<file path="src/hdl/cbe_pkg.sv">
package cbe_pkg;

	localparam int PROG_W = 17;
	localparam int CX_W   = 17;
	localparam int CY_W   = 19;
	localparam int CFG_W  = 19;
	localparam int CIDX_W = 2;

	localparam logic [CIDX_W-1:0] CFG_X1 = 2'd0;
	localparam logic [CIDX_W-1:0] CFG_Y1 = 2'd1;
	localparam logic [CIDX_W-1:0] CFG_X2 = 2'd2;
	localparam logic [CIDX_W-1:0] CFG_Y2 = 2'd3;

	localparam logic [CX_W-1:0]        X1_RST = 17'd16384;
	localparam logic signed [CY_W-1:0] Y1_RST = 19'sd6554;
	localparam logic [CX_W-1:0]        X2_RST = 17'd16384;
	localparam logic signed [CY_W-1:0] Y2_RST = 19'sd65536;

	// multiply steps of one curve evaluation, in issue order
	typedef enum logic [3:0] {
		ST_UU,  // uu = u*u
		ST_SS,  // ss = s*s
		ST_A,   // tmp = uu*s
		ST_FA,  // accf += 3*tmp*p1
		ST_B,   // tmp = u*ss
		ST_FB,  // accf += 3*tmp*p2
		ST_FC,  // accf += ss*s (last step of the y pass)
		ST_D1,  // accd += uu*p1
		ST_US,  // tmp = u*s
		ST_D2,  // accd += 2*tmp*(p2-p1)
		ST_D3   // accd += ss*(1-p2)
	} step_t;

	typedef struct packed {
		logic  start;
		logic  mul_a;
		logic  mul_b;
		step_t step;
		logic  ypass;
		logic  div_init;
		logic  div_step;
		logic  upd;
		logic  load_out;
	} cbe_cmd_t;

	typedef struct packed {
		logic df_zero;
	} cbe_stat_t;

endpackage

</file>
<file path="src/hdl/cbe_datapath.sv">
module cbe_datapath import cbe_pkg::*; #(
	parameter int FRAC_BITS = 16
) (
	input  logic              clk,
	input  logic              arst_n,
	input  logic              cfg_we,
	input  logic [CIDX_W-1:0] cfg_idx,
	input  logic [CFG_W-1:0]  cfg_wdata,
	input  logic [PROG_W-1:0] progress,
	input  cbe_cmd_t          cmd,
	output cbe_stat_t         status,
	output logic [PROG_W-1:0] eased
);

	localparam int MW  = ((FRAC_BITS > 19) ? FRAC_BITS : 19) + 3;
	localparam int PW  = 2 * MW;
	localparam int AW  = MW + 4;
	localparam int DFW = AW + 2;
	localparam int QB  = FRAC_BITS + 2;
	localparam int XW  = DFW + QB + FRAC_BITS;
	localparam int SW  = FRAC_BITS + 4;

	localparam logic signed [MW-1:0] ONE_Q  = MW'(64'sd1 <<< FRAC_BITS);
	localparam logic signed [PW-1:0] HALF_Q = PW'(64'sd1 <<< (FRAC_BITS - 1));
	localparam logic signed [SW-1:0] ONE_S  = SW'(64'sd1 <<< FRAC_BITS);
	localparam logic signed [AW-1:0] ONE_A  = AW'(64'sd1 <<< FRAC_BITS);

	logic [CX_W-1:0]        cx1_q, cx2_q;
	logic signed [CY_W-1:0] cy1_q, cy2_q;

	logic signed [MW-1:0] t_q, s_q, uu_q, ss_q, tmp_q;
	logic signed [AW-1:0] accf_q, accd_q;
	logic signed [PW-1:0] prod_s1;
	logic [XW-1:0]        rem_q, dsh_q;
	logic [QB-1:0]        quo_q;
	logic                 neg_q, ovf_q;
	logic [PROG_W-1:0]    eased_q;

	logic signed [MW-1:0] u, p1, p2, op_a, op_b, t_in, s_in;
	logic signed [PW-1:0] rnd;
	logic signed [AW-1:0] mres;
	logic signed [DFW-1:0] dfv;
	logic [AW-1:0]        fmag;
	logic [DFW-1:0]       dmag;
	logic [QB-1:0]        qmag;
	logic signed [SW-1:0] qsig, snew;
	logic [AW-1:0]        yc;

	// control registers
	always_ff @(posedge clk or negedge arst_n) begin
		if (!arst_n) begin
			cx1_q <= X1_RST;
			cy1_q <= Y1_RST;
			cx2_q <= X2_RST;
			cy2_q <= Y2_RST;
		end else if (cfg_we) begin
			case (cfg_idx)
				CFG_X1:  cx1_q <= cfg_wdata[CX_W-1:0];
				CFG_Y1:  cy1_q <= $signed(cfg_wdata[CY_W-1:0]);
				CFG_X2:  cx2_q <= cfg_wdata[CX_W-1:0];
				CFG_Y2:  cy2_q <= $signed(cfg_wdata[CY_W-1:0]);
				default: ;
			endcase
		end
	end

	assign u    = ONE_Q - s_q;
	assign p1   = cmd.ypass ? MW'(cy1_q) : MW'($signed({1'b0, cx1_q}));
	assign p2   = cmd.ypass ? MW'(cy2_q) : MW'($signed({1'b0, cx2_q}));
	assign t_in = MW'($signed({1'b0, progress}));
	assign s_in = (t_in > ONE_Q) ? ONE_Q : t_in;

	always_comb begin
		op_a = s_q;
		op_b = s_q;
		case (cmd.step)
			ST_UU: begin op_a = u;     op_b = u;          end
			ST_SS: begin op_a = s_q;   op_b = s_q;        end
			ST_A:  begin op_a = uu_q;  op_b = s_q;        end
			ST_FA: begin op_a = tmp_q; op_b = p1;         end
			ST_B:  begin op_a = u;     op_b = ss_q;       end
			ST_FB: begin op_a = tmp_q; op_b = p2;         end
			ST_FC: begin op_a = ss_q;  op_b = s_q;        end
			ST_D1: begin op_a = uu_q;  op_b = p1;         end
			ST_US: begin op_a = u;     op_b = s_q;        end
			ST_D2: begin op_a = tmp_q; op_b = p2 - p1;    end
			ST_D3: begin op_a = ss_q;  op_b = ONE_Q - p2; end
			default: ;
		endcase
	end

	// round to nearest, ties up: floor((p + half) / 2^F)
	assign rnd  = (prod_s1 + HALF_Q) >>> FRAC_BITS;
	assign mres = AW'(rnd);

	assign dfv  = DFW'(accd_q) + DFW'(accd_q) + DFW'(accd_q);
	assign fmag = accf_q[AW-1] ? AW'(-accf_q) : AW'(accf_q);
	assign dmag = dfv[DFW-1] ? DFW'(-dfv) : DFW'(dfv);
	assign status.df_zero = (accd_q == '0);

	assign qmag = ovf_q ? '1 : quo_q;
	assign qsig = neg_q ? -$signed(SW'(qmag)) : $signed(SW'(qmag));
	assign snew = SW'(s_q) - qsig;

	assign yc = (accf_q < 0) ? '0 : ((accf_q > ONE_A) ? ONE_A : accf_q);

	always_ff @(posedge clk) begin
		if (cmd.start) begin
			t_q <= t_in;
			s_q <= s_in;
		end
		if (cmd.mul_a) begin
			prod_s1 <= PW'(op_a) * PW'(op_b);
			if (cmd.step == ST_UU) begin
				accf_q <= cmd.ypass ? '0 : -AW'(t_q);
				accd_q <= '0;
			end
		end
		if (cmd.mul_b) begin
			case (cmd.step)
				ST_UU: uu_q <= MW'(mres);
				ST_SS: ss_q <= MW'(mres);
				ST_A, ST_B, ST_US: tmp_q <= MW'(mres);
				ST_FA, ST_FB: accf_q <= accf_q + mres + mres + mres;
				ST_FC: accf_q <= accf_q + mres;
				ST_D1, ST_D3: accd_q <= accd_q + mres;
				ST_D2: accd_q <= accd_q + mres + mres;
				default: ;
			endcase
		end
		if (cmd.div_init) begin
			rem_q <= XW'(fmag) << FRAC_BITS;
			dsh_q <= XW'(dmag) << (QB - 1);
			ovf_q <= (XW'(fmag) << FRAC_BITS) >= (XW'(dmag) << QB);
			neg_q <= accf_q[AW-1] ^ dfv[DFW-1];
			quo_q <= '0;
		end
		if (cmd.div_step) begin
			if (rem_q >= dsh_q) begin
				rem_q <= rem_q - dsh_q;
				quo_q <= {quo_q[QB-2:0], 1'b1};
			end else begin
				quo_q <= {quo_q[QB-2:0], 1'b0};
			end
			dsh_q <= dsh_q >> 1;
		end
		if (cmd.upd) begin
			if (snew < 0)
				s_q <= '0;
			else if (snew > ONE_S)
				s_q <= ONE_Q;
			else
				s_q <= MW'(snew);
		end
		if (cmd.load_out)
			eased_q <= PROG_W'(yc);
	end

	assign eased = eased_q;

endmodule

</file>
<file path="src/hdl/cbe_ctrl.sv">
module cbe_ctrl import cbe_pkg::*; #(
	parameter int NEWTON_STEPS = 8,
	parameter int FRAC_BITS    = 16
) (
	input  logic      clk,
	input  logic      arst_n,
	input  logic      in_valid,
	output logic      in_ready,
	output logic      out_valid,
	input  logic      out_ready,
	input  cbe_stat_t status,
	output cbe_cmd_t  cmd
);

	localparam int QB = FRAC_BITS + 2;
	localparam int IW = $clog2(NEWTON_STEPS + 1);
	localparam int CW = $clog2(QB);

	typedef enum logic [2:0] {
		S_IDLE, S_MUL_A, S_MUL_B, S_CHK, S_DIV, S_UPD, S_FIN
	} state_t;

	state_t        state_q;
	step_t         step_q;
	logic          ypass_q;
	logic [IW-1:0] iter_q;
	logic [CW-1:0] cnt_q;
	logic          ovalid_q;
	logic          last_step;
	logic          out_free;

	assign last_step = ypass_q ? (step_q == ST_FC) : (step_q == ST_D3);
	assign out_free  = !ovalid_q || out_ready;

	always_ff @(posedge clk or negedge arst_n) begin
		if (!arst_n) begin
			state_q  <= S_IDLE;
			step_q   <= ST_UU;
			ypass_q  <= 1'b0;
			iter_q   <= '0;
			cnt_q    <= '0;
			ovalid_q <= 1'b0;
		end else begin
			if ((state_q == S_FIN) && out_free)
				ovalid_q <= 1'b1;
			else if (ovalid_q && out_ready)
				ovalid_q <= 1'b0;
			case (state_q)
				S_IDLE: begin
					if (in_valid) begin
						step_q  <= ST_UU;
						ypass_q <= 1'b0;
						iter_q  <= '0;
						state_q <= S_MUL_A;
					end
				end
				S_MUL_A: state_q <= S_MUL_B;
				S_MUL_B: begin
					if (last_step)
						state_q <= ypass_q ? S_FIN : S_CHK;
					else begin
						step_q  <= step_t'(step_q + 4'd1);
						state_q <= S_MUL_A;
					end
				end
				S_CHK: begin
					if (status.df_zero) begin
						ypass_q <= 1'b1;
						step_q  <= ST_UU;
						state_q <= S_MUL_A;
					end else begin
						cnt_q   <= '0;
						state_q <= S_DIV;
					end
				end
				S_DIV: begin
					if (cnt_q == CW'(QB - 1))
						state_q <= S_UPD;
					else
						cnt_q <= cnt_q + 1'b1;
				end
				S_UPD: begin
					step_q <= ST_UU;
					if (iter_q == IW'(NEWTON_STEPS - 1))
						ypass_q <= 1'b1;
					else
						iter_q <= iter_q + 1'b1;
					state_q <= S_MUL_A;
				end
				S_FIN: begin
					if (out_free)
						state_q <= S_IDLE;
				end
				default: state_q <= S_IDLE;
			endcase
		end
	end

	always_comb begin
		cmd          = '0;
		cmd.step     = step_q;
		cmd.ypass    = ypass_q;
		cmd.start    = (state_q == S_IDLE) && in_valid;
		cmd.mul_a    = (state_q == S_MUL_A);
		cmd.mul_b    = (state_q == S_MUL_B);
		cmd.div_init = (state_q == S_CHK) && !status.df_zero;
		cmd.div_step = (state_q == S_DIV);
		cmd.upd      = (state_q == S_UPD);
		cmd.load_out = (state_q == S_FIN) && out_free;
	end

	assign in_ready  = (state_q == S_IDLE);
	assign out_valid = ovalid_q;

endmodule

</file>
<file path="src/hdl/cubic_bezier_ease_eval.sv">
// channel   | dir | handshake        | payload
// s_axis    | in  | s_tvalid/tready  | s_tdata[16:0] progress (Q16 t)
// m_axis    | out | m_tvalid/tready  | m_tdata[16:0] eased (y clamped 0..1)
// cfg       | in  | cfg_we           | cfg_idx: 0 x1, 1 y1, 2 x2, 3 y2; cfg_wdata
//
// One item at a time. Each Newton step runs 11 products on the shared
// multiplier, a derivative check, the divider and an update. After
// NEWTON_STEPS steps (8 by default) a final y pass gives the result;
// a flat derivative ends the loop early.
// Async active-low reset sets only sequencer and config registers; no clearing pass.
// A result held on m_axis does not block the next item; only the finish of
// that next item waits for the output register to free up.
module cubic_bezier_ease_eval import cbe_pkg::*; #(
	parameter int NEWTON_STEPS = 8,
	parameter int FRAC_BITS    = 16
) (
	input  logic              clk,
	input  logic              arst_n,
	input  logic              s_tvalid,
	output logic              s_tready,
	input  logic [23:0]       s_tdata,   // [16:0] progress, [23:17] zero
	output logic              m_tvalid,
	input  logic              m_tready,
	output logic [23:0]       m_tdata,   // [16:0] eased, [23:17] zero
	input  logic              cfg_we,
	input  logic [CIDX_W-1:0] cfg_idx,
	input  logic [CFG_W-1:0]  cfg_wdata
);

	cbe_cmd_t          cmd;
	cbe_stat_t         status;
	logic [PROG_W-1:0] eased;

	// sequencer: multiply steps, divider count, Newton iteration count
	cbe_ctrl #(
		.NEWTON_STEPS(NEWTON_STEPS),
		.FRAC_BITS   (FRAC_BITS)
	) u_ctrl (
		.clk      (clk),
		.arst_n   (arst_n),
		.in_valid (s_tvalid),
		.in_ready (s_tready),
		.out_valid(m_tvalid),
		.out_ready(m_tready),
		.status   (status),
		.cmd      (cmd)
	);

	// control registers, shared multiplier, restoring divider, output register
	cbe_datapath #(
		.FRAC_BITS(FRAC_BITS)
	) u_dp (
		.clk      (clk),
		.arst_n   (arst_n),
		.cfg_we   (cfg_we),
		.cfg_idx  (cfg_idx),
		.cfg_wdata(cfg_wdata),
		.progress (s_tdata[PROG_W-1:0]),
		.cmd      (cmd),
		.status   (status),
		.eased    (eased)
	);

	assign m_tdata = {{(24 - PROG_W){1'b0}}, eased};

endmodule

</file>
<file path="config.mk">
export PLATFORM = sky130hd
export DESIGN_NAME = cubic_bezier_ease_eval
export DESIGN_NICKNAME = d
export VERILOG_FILES = /design/src/hdl/cbe_pkg.sv /design/src/hdl/cbe_datapath.sv /design/src/hdl/cbe_ctrl.sv /design/src/hdl/cubic_bezier_ease_eval.sv
export SDC_FILE = /design/constraint.sdc
export NUM_CORES = 2
export LEC_CHECK = 0
export BUFFER_PORTS_ARGS = -buffer_cell sky130_fd_sc_hd__buf_2
export CAP_MARGIN = 20
export CORE_MARGIN = 3
export CORE_UTILIZATION = 30
export DETAILED_ROUTE_END_ITERATION = 6
export SKIP_LAST_GASP = 1
export SYNTH_ARGS = -nofsm -noshare
export SYNTH_HDL_FRONTEND = slang
export SYNTH_HIERARCHICAL = 1
export SYNTH_SLANG_ARGS = --single-unit
</file>
<file path="constraint.sdc">
create_clock -name clk -period 13.4 [get_ports clk]
set_input_delay 2.68 -clock clk [delete_from_list [all_inputs] [get_ports clk]]
set_output_delay 2.68 -clock clk [all_outputs]
set_load 0.02 [all_outputs]
</file>
Word level (Yosys, flattened, before mapping):

Index checks and enable logic that the tools add are counted.

* bits in registers: 433
* output and inout bits: 26
* word-level logic and storage cells: 178

* $add $sub $neg: 20
* multipliers: 1
* $lt $le $gt $ge: 7
* eq/ne operators: 30
* multiplexer cells: 54
* bitwise gates (word level): 1
* reductions and logical operators: 39

Operator list (count)
* $mux 26: 8
* $mux 62: 3
* $mux 22: 6
* $pmux 22 s6: 1
* $add 26x26->26: 5
* $pmux 26 s2: 2
* $pmux 22 s4: 1
* $ge 62x45->1: 1
* $sub 62x45->62: 1
* $mux 18: 3
* $ge 42x46->1: 1
* $mux 45: 1
* $mux 44: 1
* $sub 18x22->22 const A: 2
* $add 42x17->42 const B: 1
* $mul 22x22->42: 1
* $mux 17: 2
* $add 27x26->28: 1
* $mux 28: 1
* $neg 28->28: 1
* $add 26x26->27: 1
* $gt 26x18->1 const B: 1
* $logic_not 26->1: 1
* $lt 26x1->1 const B: 1
* 47 further kinds: 105

Longest topological paths before layout:

* depth in word-level cells: 8
* depth in mapped cells: 46
* depth with buffers taken out: 41

Modules after synthesis:

The synthesis kept the hierarchy.

Modules (own cells, without submodules)
* cbe_datapath: times used 1, cells an instance 5217, area each 47334.1 um^2
* cbe_ctrl: times used 1, cells an instance 117, area each 1081.0 um^2
* cubic_bezier_ease_eval: times used 1, cells an instance 8, area each 56.3 um^2

Worst setup path before layout:

Ideal clock, no wire load.

* kind: register to register
* from: reg u_ctrl.ypass_q
* to: reg u_dp.prod_s1[41], data pin
* library setup time: 0.268 ns
* arrival: 10.362 ns
* path slack: 2.771 ns
* cell stages (with the launch flop): 44
* buffers on the path: 6
* clock period less this slack: 10.629 ns
* path through: dfrtp_1 -> buf_4 -> buf_2 -> buf_2 -> buf_1 -> clkbuf_1 -> mux2i_1 -> ha_1 -> a21o_1 -> a21o_1 -> a2111oi_0 -> o21ai_0 -> nand3_1 -> a31oi_1 -> o21ai_0 -> a21oi_1 -> o31ai_1 -> o21ai_1 -> (+8 left out) -> fa_1 -> fa_1 -> inv_1 -> fa_1 -> inv_1 -> ha_1 -> a21o_1 -> a21o_1 -> a21oi_1 -> o21bai_1 -> a21oi_1 -> o21ai_0 -> nand2b_1 -> a31oi_1 -> o21a_1 -> o2111ai_1 -> nand3b_1 -> xnor3_1

* word-level cells in the longest chain between the ends: 4
* elaborated cells between the ends (all ways): 6
* those cells by class: 2 x add/sub; 1 x mul; 3 x mux

Ends and longest elaborated chain
* start, declared: line cbe_ctrl.sv:25 `logic ypass_q;`
* start signal, assigned: line cbe_ctrl.sv:39 `ypass_q <= 1'b0;`
* start signal, assigned: line cbe_ctrl.sv:52 `ypass_q <= 1'b0;`
* start signal, assigned: line cbe_ctrl.sv:68 `ypass_q <= 1'b1;`
* $mux 22, on equally long branches: line cbe_datapath.sv:69, cbe_datapath.sv:68
* $sub 18x22->22 or $sub 22x22->22 (tied branches): line cbe_datapath.sv:87, cbe_datapath.sv:86
* $pmux 22 s6 *: line cbe_datapath.sv:76 `case (cmd.step)`
* $mul 22x22->42 *: line cbe_datapath.sv:113 `prod_s1 <= PW'(op_a) * PW'(op_b);`
* end signal, assigned: line cbe_datapath.sv:113
* end, declared: line cbe_datapath.sv:33 `logic signed [PW-1:0] prod_s1;`

Every way passes the cells marked *; elsewhere a longest branch is shown, timed or not.
A chain may end at the register's enable or synchronous reset.

Worst setup path after layout:

Ends and elaborated chain as after synthesis.

==> flow_metrics.py <==
metrics = {
    "status": {
        "status": "finished, final reports clean",
    },
    "routing": {
        "dr.max_layer_used": "met4",
        "routedWlPerCell_um": 19.0,
        "wl_met1_mm": 62.3,
        "wl_met3_mm": 9.07,
        "remaining_drc_errors": 0,
        "via_per_inst": 5.21,
        "wl_met2_mm": 67.0,
        "drtPass1Iterations": 6,
        "drt_iter0_drc": 3384,
        "via_count": 39303,
        "wirelength_mm": 143,
        "drtAntennaViolNets": 0,
    },
    "critical_path": {
        "cpMostUsedCell": "fa_1",
        "timing.rr.start": "u_ctrl/ypass_q",
        "cp-start-kind": "flop",
        "worstPathRequired_ns": 13.74,
        "arrival_ns": 12.42,
        "slowest_stage": "dfrtp_2",
        "crit_start": "u_ctrl/ypass_q",
        "cp_slowest_stage_delay_ns": 0.73,
        "critical_path_class": "reg2reg",
        "end_kind": "flop",
        "path_max_fanout": 36,
    },
    "synth": {
        "synth_compound_area_frac": 0.156,
        "synthMuxAreaShare": 0.0354,
        "ys_ff_latch": 415,
        "ys.flop_type": "edfxtp_1",
        "async_flop_share": 0.217,
        "netlist_instances": 5342,
        "synth-simple-area-share": 0.150,
        "synth-adder-area-share": 0.302,
        "yosysSeqAreaShare": 0.225,
        "yosysWarnings": 6,
        "synthTopCellsByArea": "fa_1, edfxtp_1, ha_1",
        "syn_avg_cell_area_um2": 9.07,
        "synth_most_common_cell": "inv_1",
        "synth_top_family_by_area": "adder cells",
        "netlist.area_leader.share": 0.203,
        "synth_enable_flop_cells": 211,
        "synth_xor_area_frac": 0.0610,
        "synthTopCellsByCount": "inv_1, nand2_1, fa_1",
        "synth.distinct_cells": 105,
        "yosys.area.top_type": "fa_1",
        "syn-cell-area_mm2": 0.0485,
    },
    "cts": {
        "worstSkewPairLatency_ns": 0.62,
        "cts_setup_buffers": 0,
        "cts.sinks": 415,
        "ctsRootBufferMaster": "clkbuf_16",
        "cts_buffer_depth": 3,
        "cts_resized": 0,
        "cts-buffers-inserted": 47,
        "path_clk_slew_ns": 0.06,
        "htreeDepth": 2,
        "hold_buffers": 0,
        "cts_tree": "yes",
    },
    "min_path": {
        "holdCritPathClass": "reg2reg",
        "hp-start": "u_dp/rem_q[52]",
    },
    "sta": {
        "slew_violations": 0,
        "setup_viol": 0,
        "worst_pin_slew_ns": 1.16,
        "setup_tns_ns": 0,
        "finalHoldViolCount": 0,
        "slew_headroom": 0.226,
        "fin_crit_ns": 12.08,
        "fin_ws_ns": 1.32,
        "fin_skew_ns": 0.0351,
        "max_freq_ghz": 0.0828,
        "rsz0062_at_grt": "false",
        "fin_crit_sh": 0.902,
    },
    "floorplan": {
        "dieHeight_um": 408,
        "fp.dieArea_mm2": 0.166,
        "io_pins": 76,
        "rows": 146,
        "coreArea_mm2": 0.159,
        "start_util": 0.304,
        "chipWidth_um": 408,
    },
    "global_routing": {
        "grt_pass1_vias": 39290,
        "grt_max_degree": 59,
        "grt_overflow": 0,
        "grt_pass1_wl_mm": 226,
        "track_usage": 0.168,
        "antenna_found_initial": 2,
    },
    "placement": {
        "port_buffers": 61,
        "post-place-ws_ns": 1.51,
        "dp_hpwl_mm": 110,
        "place_congestion": 0.934,
    },
    "finish": {
        "multiInputGateArea_mm2": 0.0343,
        "final_core_util": 0.335,
        "fillers": 16312,
        "drive_above_1_share": 0.0795,
        "regArea_mm2": 0.0109,
        "syn_to_final_growth_pct": 10.1,
        "final_nets": 6278,
    },
    "job": {
        "maxCapViolations": 0,
    },
}
area by class of cell:
cell class | count | area share
Antenna cell | 2 | 0.0000938
Clock buffer | 71 | 0.0275
Clock inverter | 17 | 0.00408
Inverter | 692 | 0.0487
Multi-Input combinational cell | 4030 | 0.643
Sequential cell | 415 | 0.204
Tap cell | 2146 | 0.0503
Timing Repair Buffer | 169 | 0.0221
cell families (layout without fill, tap and decap cells):
family          Yosys count  in the layout
simple gates           1509           1509
buf+inv                 904            949
other cells               2             11
xor+xnor                336            336
fa+ha+maj               873            873
mux                     161            161
flops                   415            415
compound gates         1142           1142
sequential cells by signal (all words and copies together) (netlist names), 18 cells and up:
name          flops
u_dp/quo_q       18
u_dp/ss_q        22
u_dp/cy1_q       19
u_dp/prod_s1     27
u_dp/accf_q      26
u_dp/dsh_q       45
u_dp/tmp_q       22
u_dp/uu_q        22
u_dp/rem_q       62
u_dp/s_q         19
u_dp/accd_q      26
u_dp/cy2_q       19
path summary, 6_finish.rpt:
check | endpoint | slack (ns) | cells past startpoint
worst max-delay path | u_dp/prod_s1[41] | 1.32 | 37
worst max register to register | u_dp/prod_s1[41] | 1.32 | 37
worst min-delay path | u_dp/rem_q[52] | 0.47 | 2
min in group asynchronous | u_dp/cy1_q[2] | 2.01 | 1
max in group asynchronous | u_dp/cy2_q[18] | 10.26 | 2
worst min register to register | u_dp/rem_q[52] | 0.47 | 2
metal layers:
| layer | up-vias | global-route usage |
|---|---|---|
| met5 | - | 0 |
| met4 | 0 | 0.0542 |
| met3 | 236 | 0.0239 |
| met2 | 1290 | 0.281 |
| met1 | 19466 | 0.224 |
| li1 | 18311 | - |
metrics by stage:
step,area [um2],hold slack (ns),instances
after floorplan,48500,0.435,5349
after global placement,51600,0.447,7447
after detailed placement,51600,0.468,7447
after CTS,53300,0.479,7535
after global routing,53400,0.498,7541
final,53400,0.474,7542
cell usage in the layout, fill, tap and decap left out, types with 60 or more instances in the layout:
| cell | instances |
|---|---|
| nand2_1 | 583 |
| dfxtp_1 | 114 |
| a21oi_1 | 255 |
| o21ai_0 | 229 |
| nand3_1 | 96 |
| buf_2 | 60 |
| edfxtp_1 | 211 |
| mux2i_1 | 79 |
| mux2_2 | 81 |
| nand2b_1 | 78 |
| nor3_1 | 80 |
| and2_1 | 83 |
| xnor2_1 | 221 |
| dfrtp_1 | 79 |
| nor2_1 | 289 |
| a21o_1 | 120 |
| fa_1 | 492 |
| ha_1 | 381 |
| xor2_1 | 113 |
| inv_1 | 685 |
| buf_4 | 104 |
critical path: cells and delay by family, from the launching register on:
family                     cells  cell delay, ns
and+or+nand+nor                7            1.10
AOI/OAI and AO/OA             13            3.80
buffers and inverters          6            1.13
adders and majority gates      9            4.39
DFF                            1            0.73
xor gates and xnor gates       1            0.20
muxes                          1            0.44
Power is left out: the tool's default activity adds up to more than one toggle a clock period on the data nets, which glitch-free logic cannot reach.
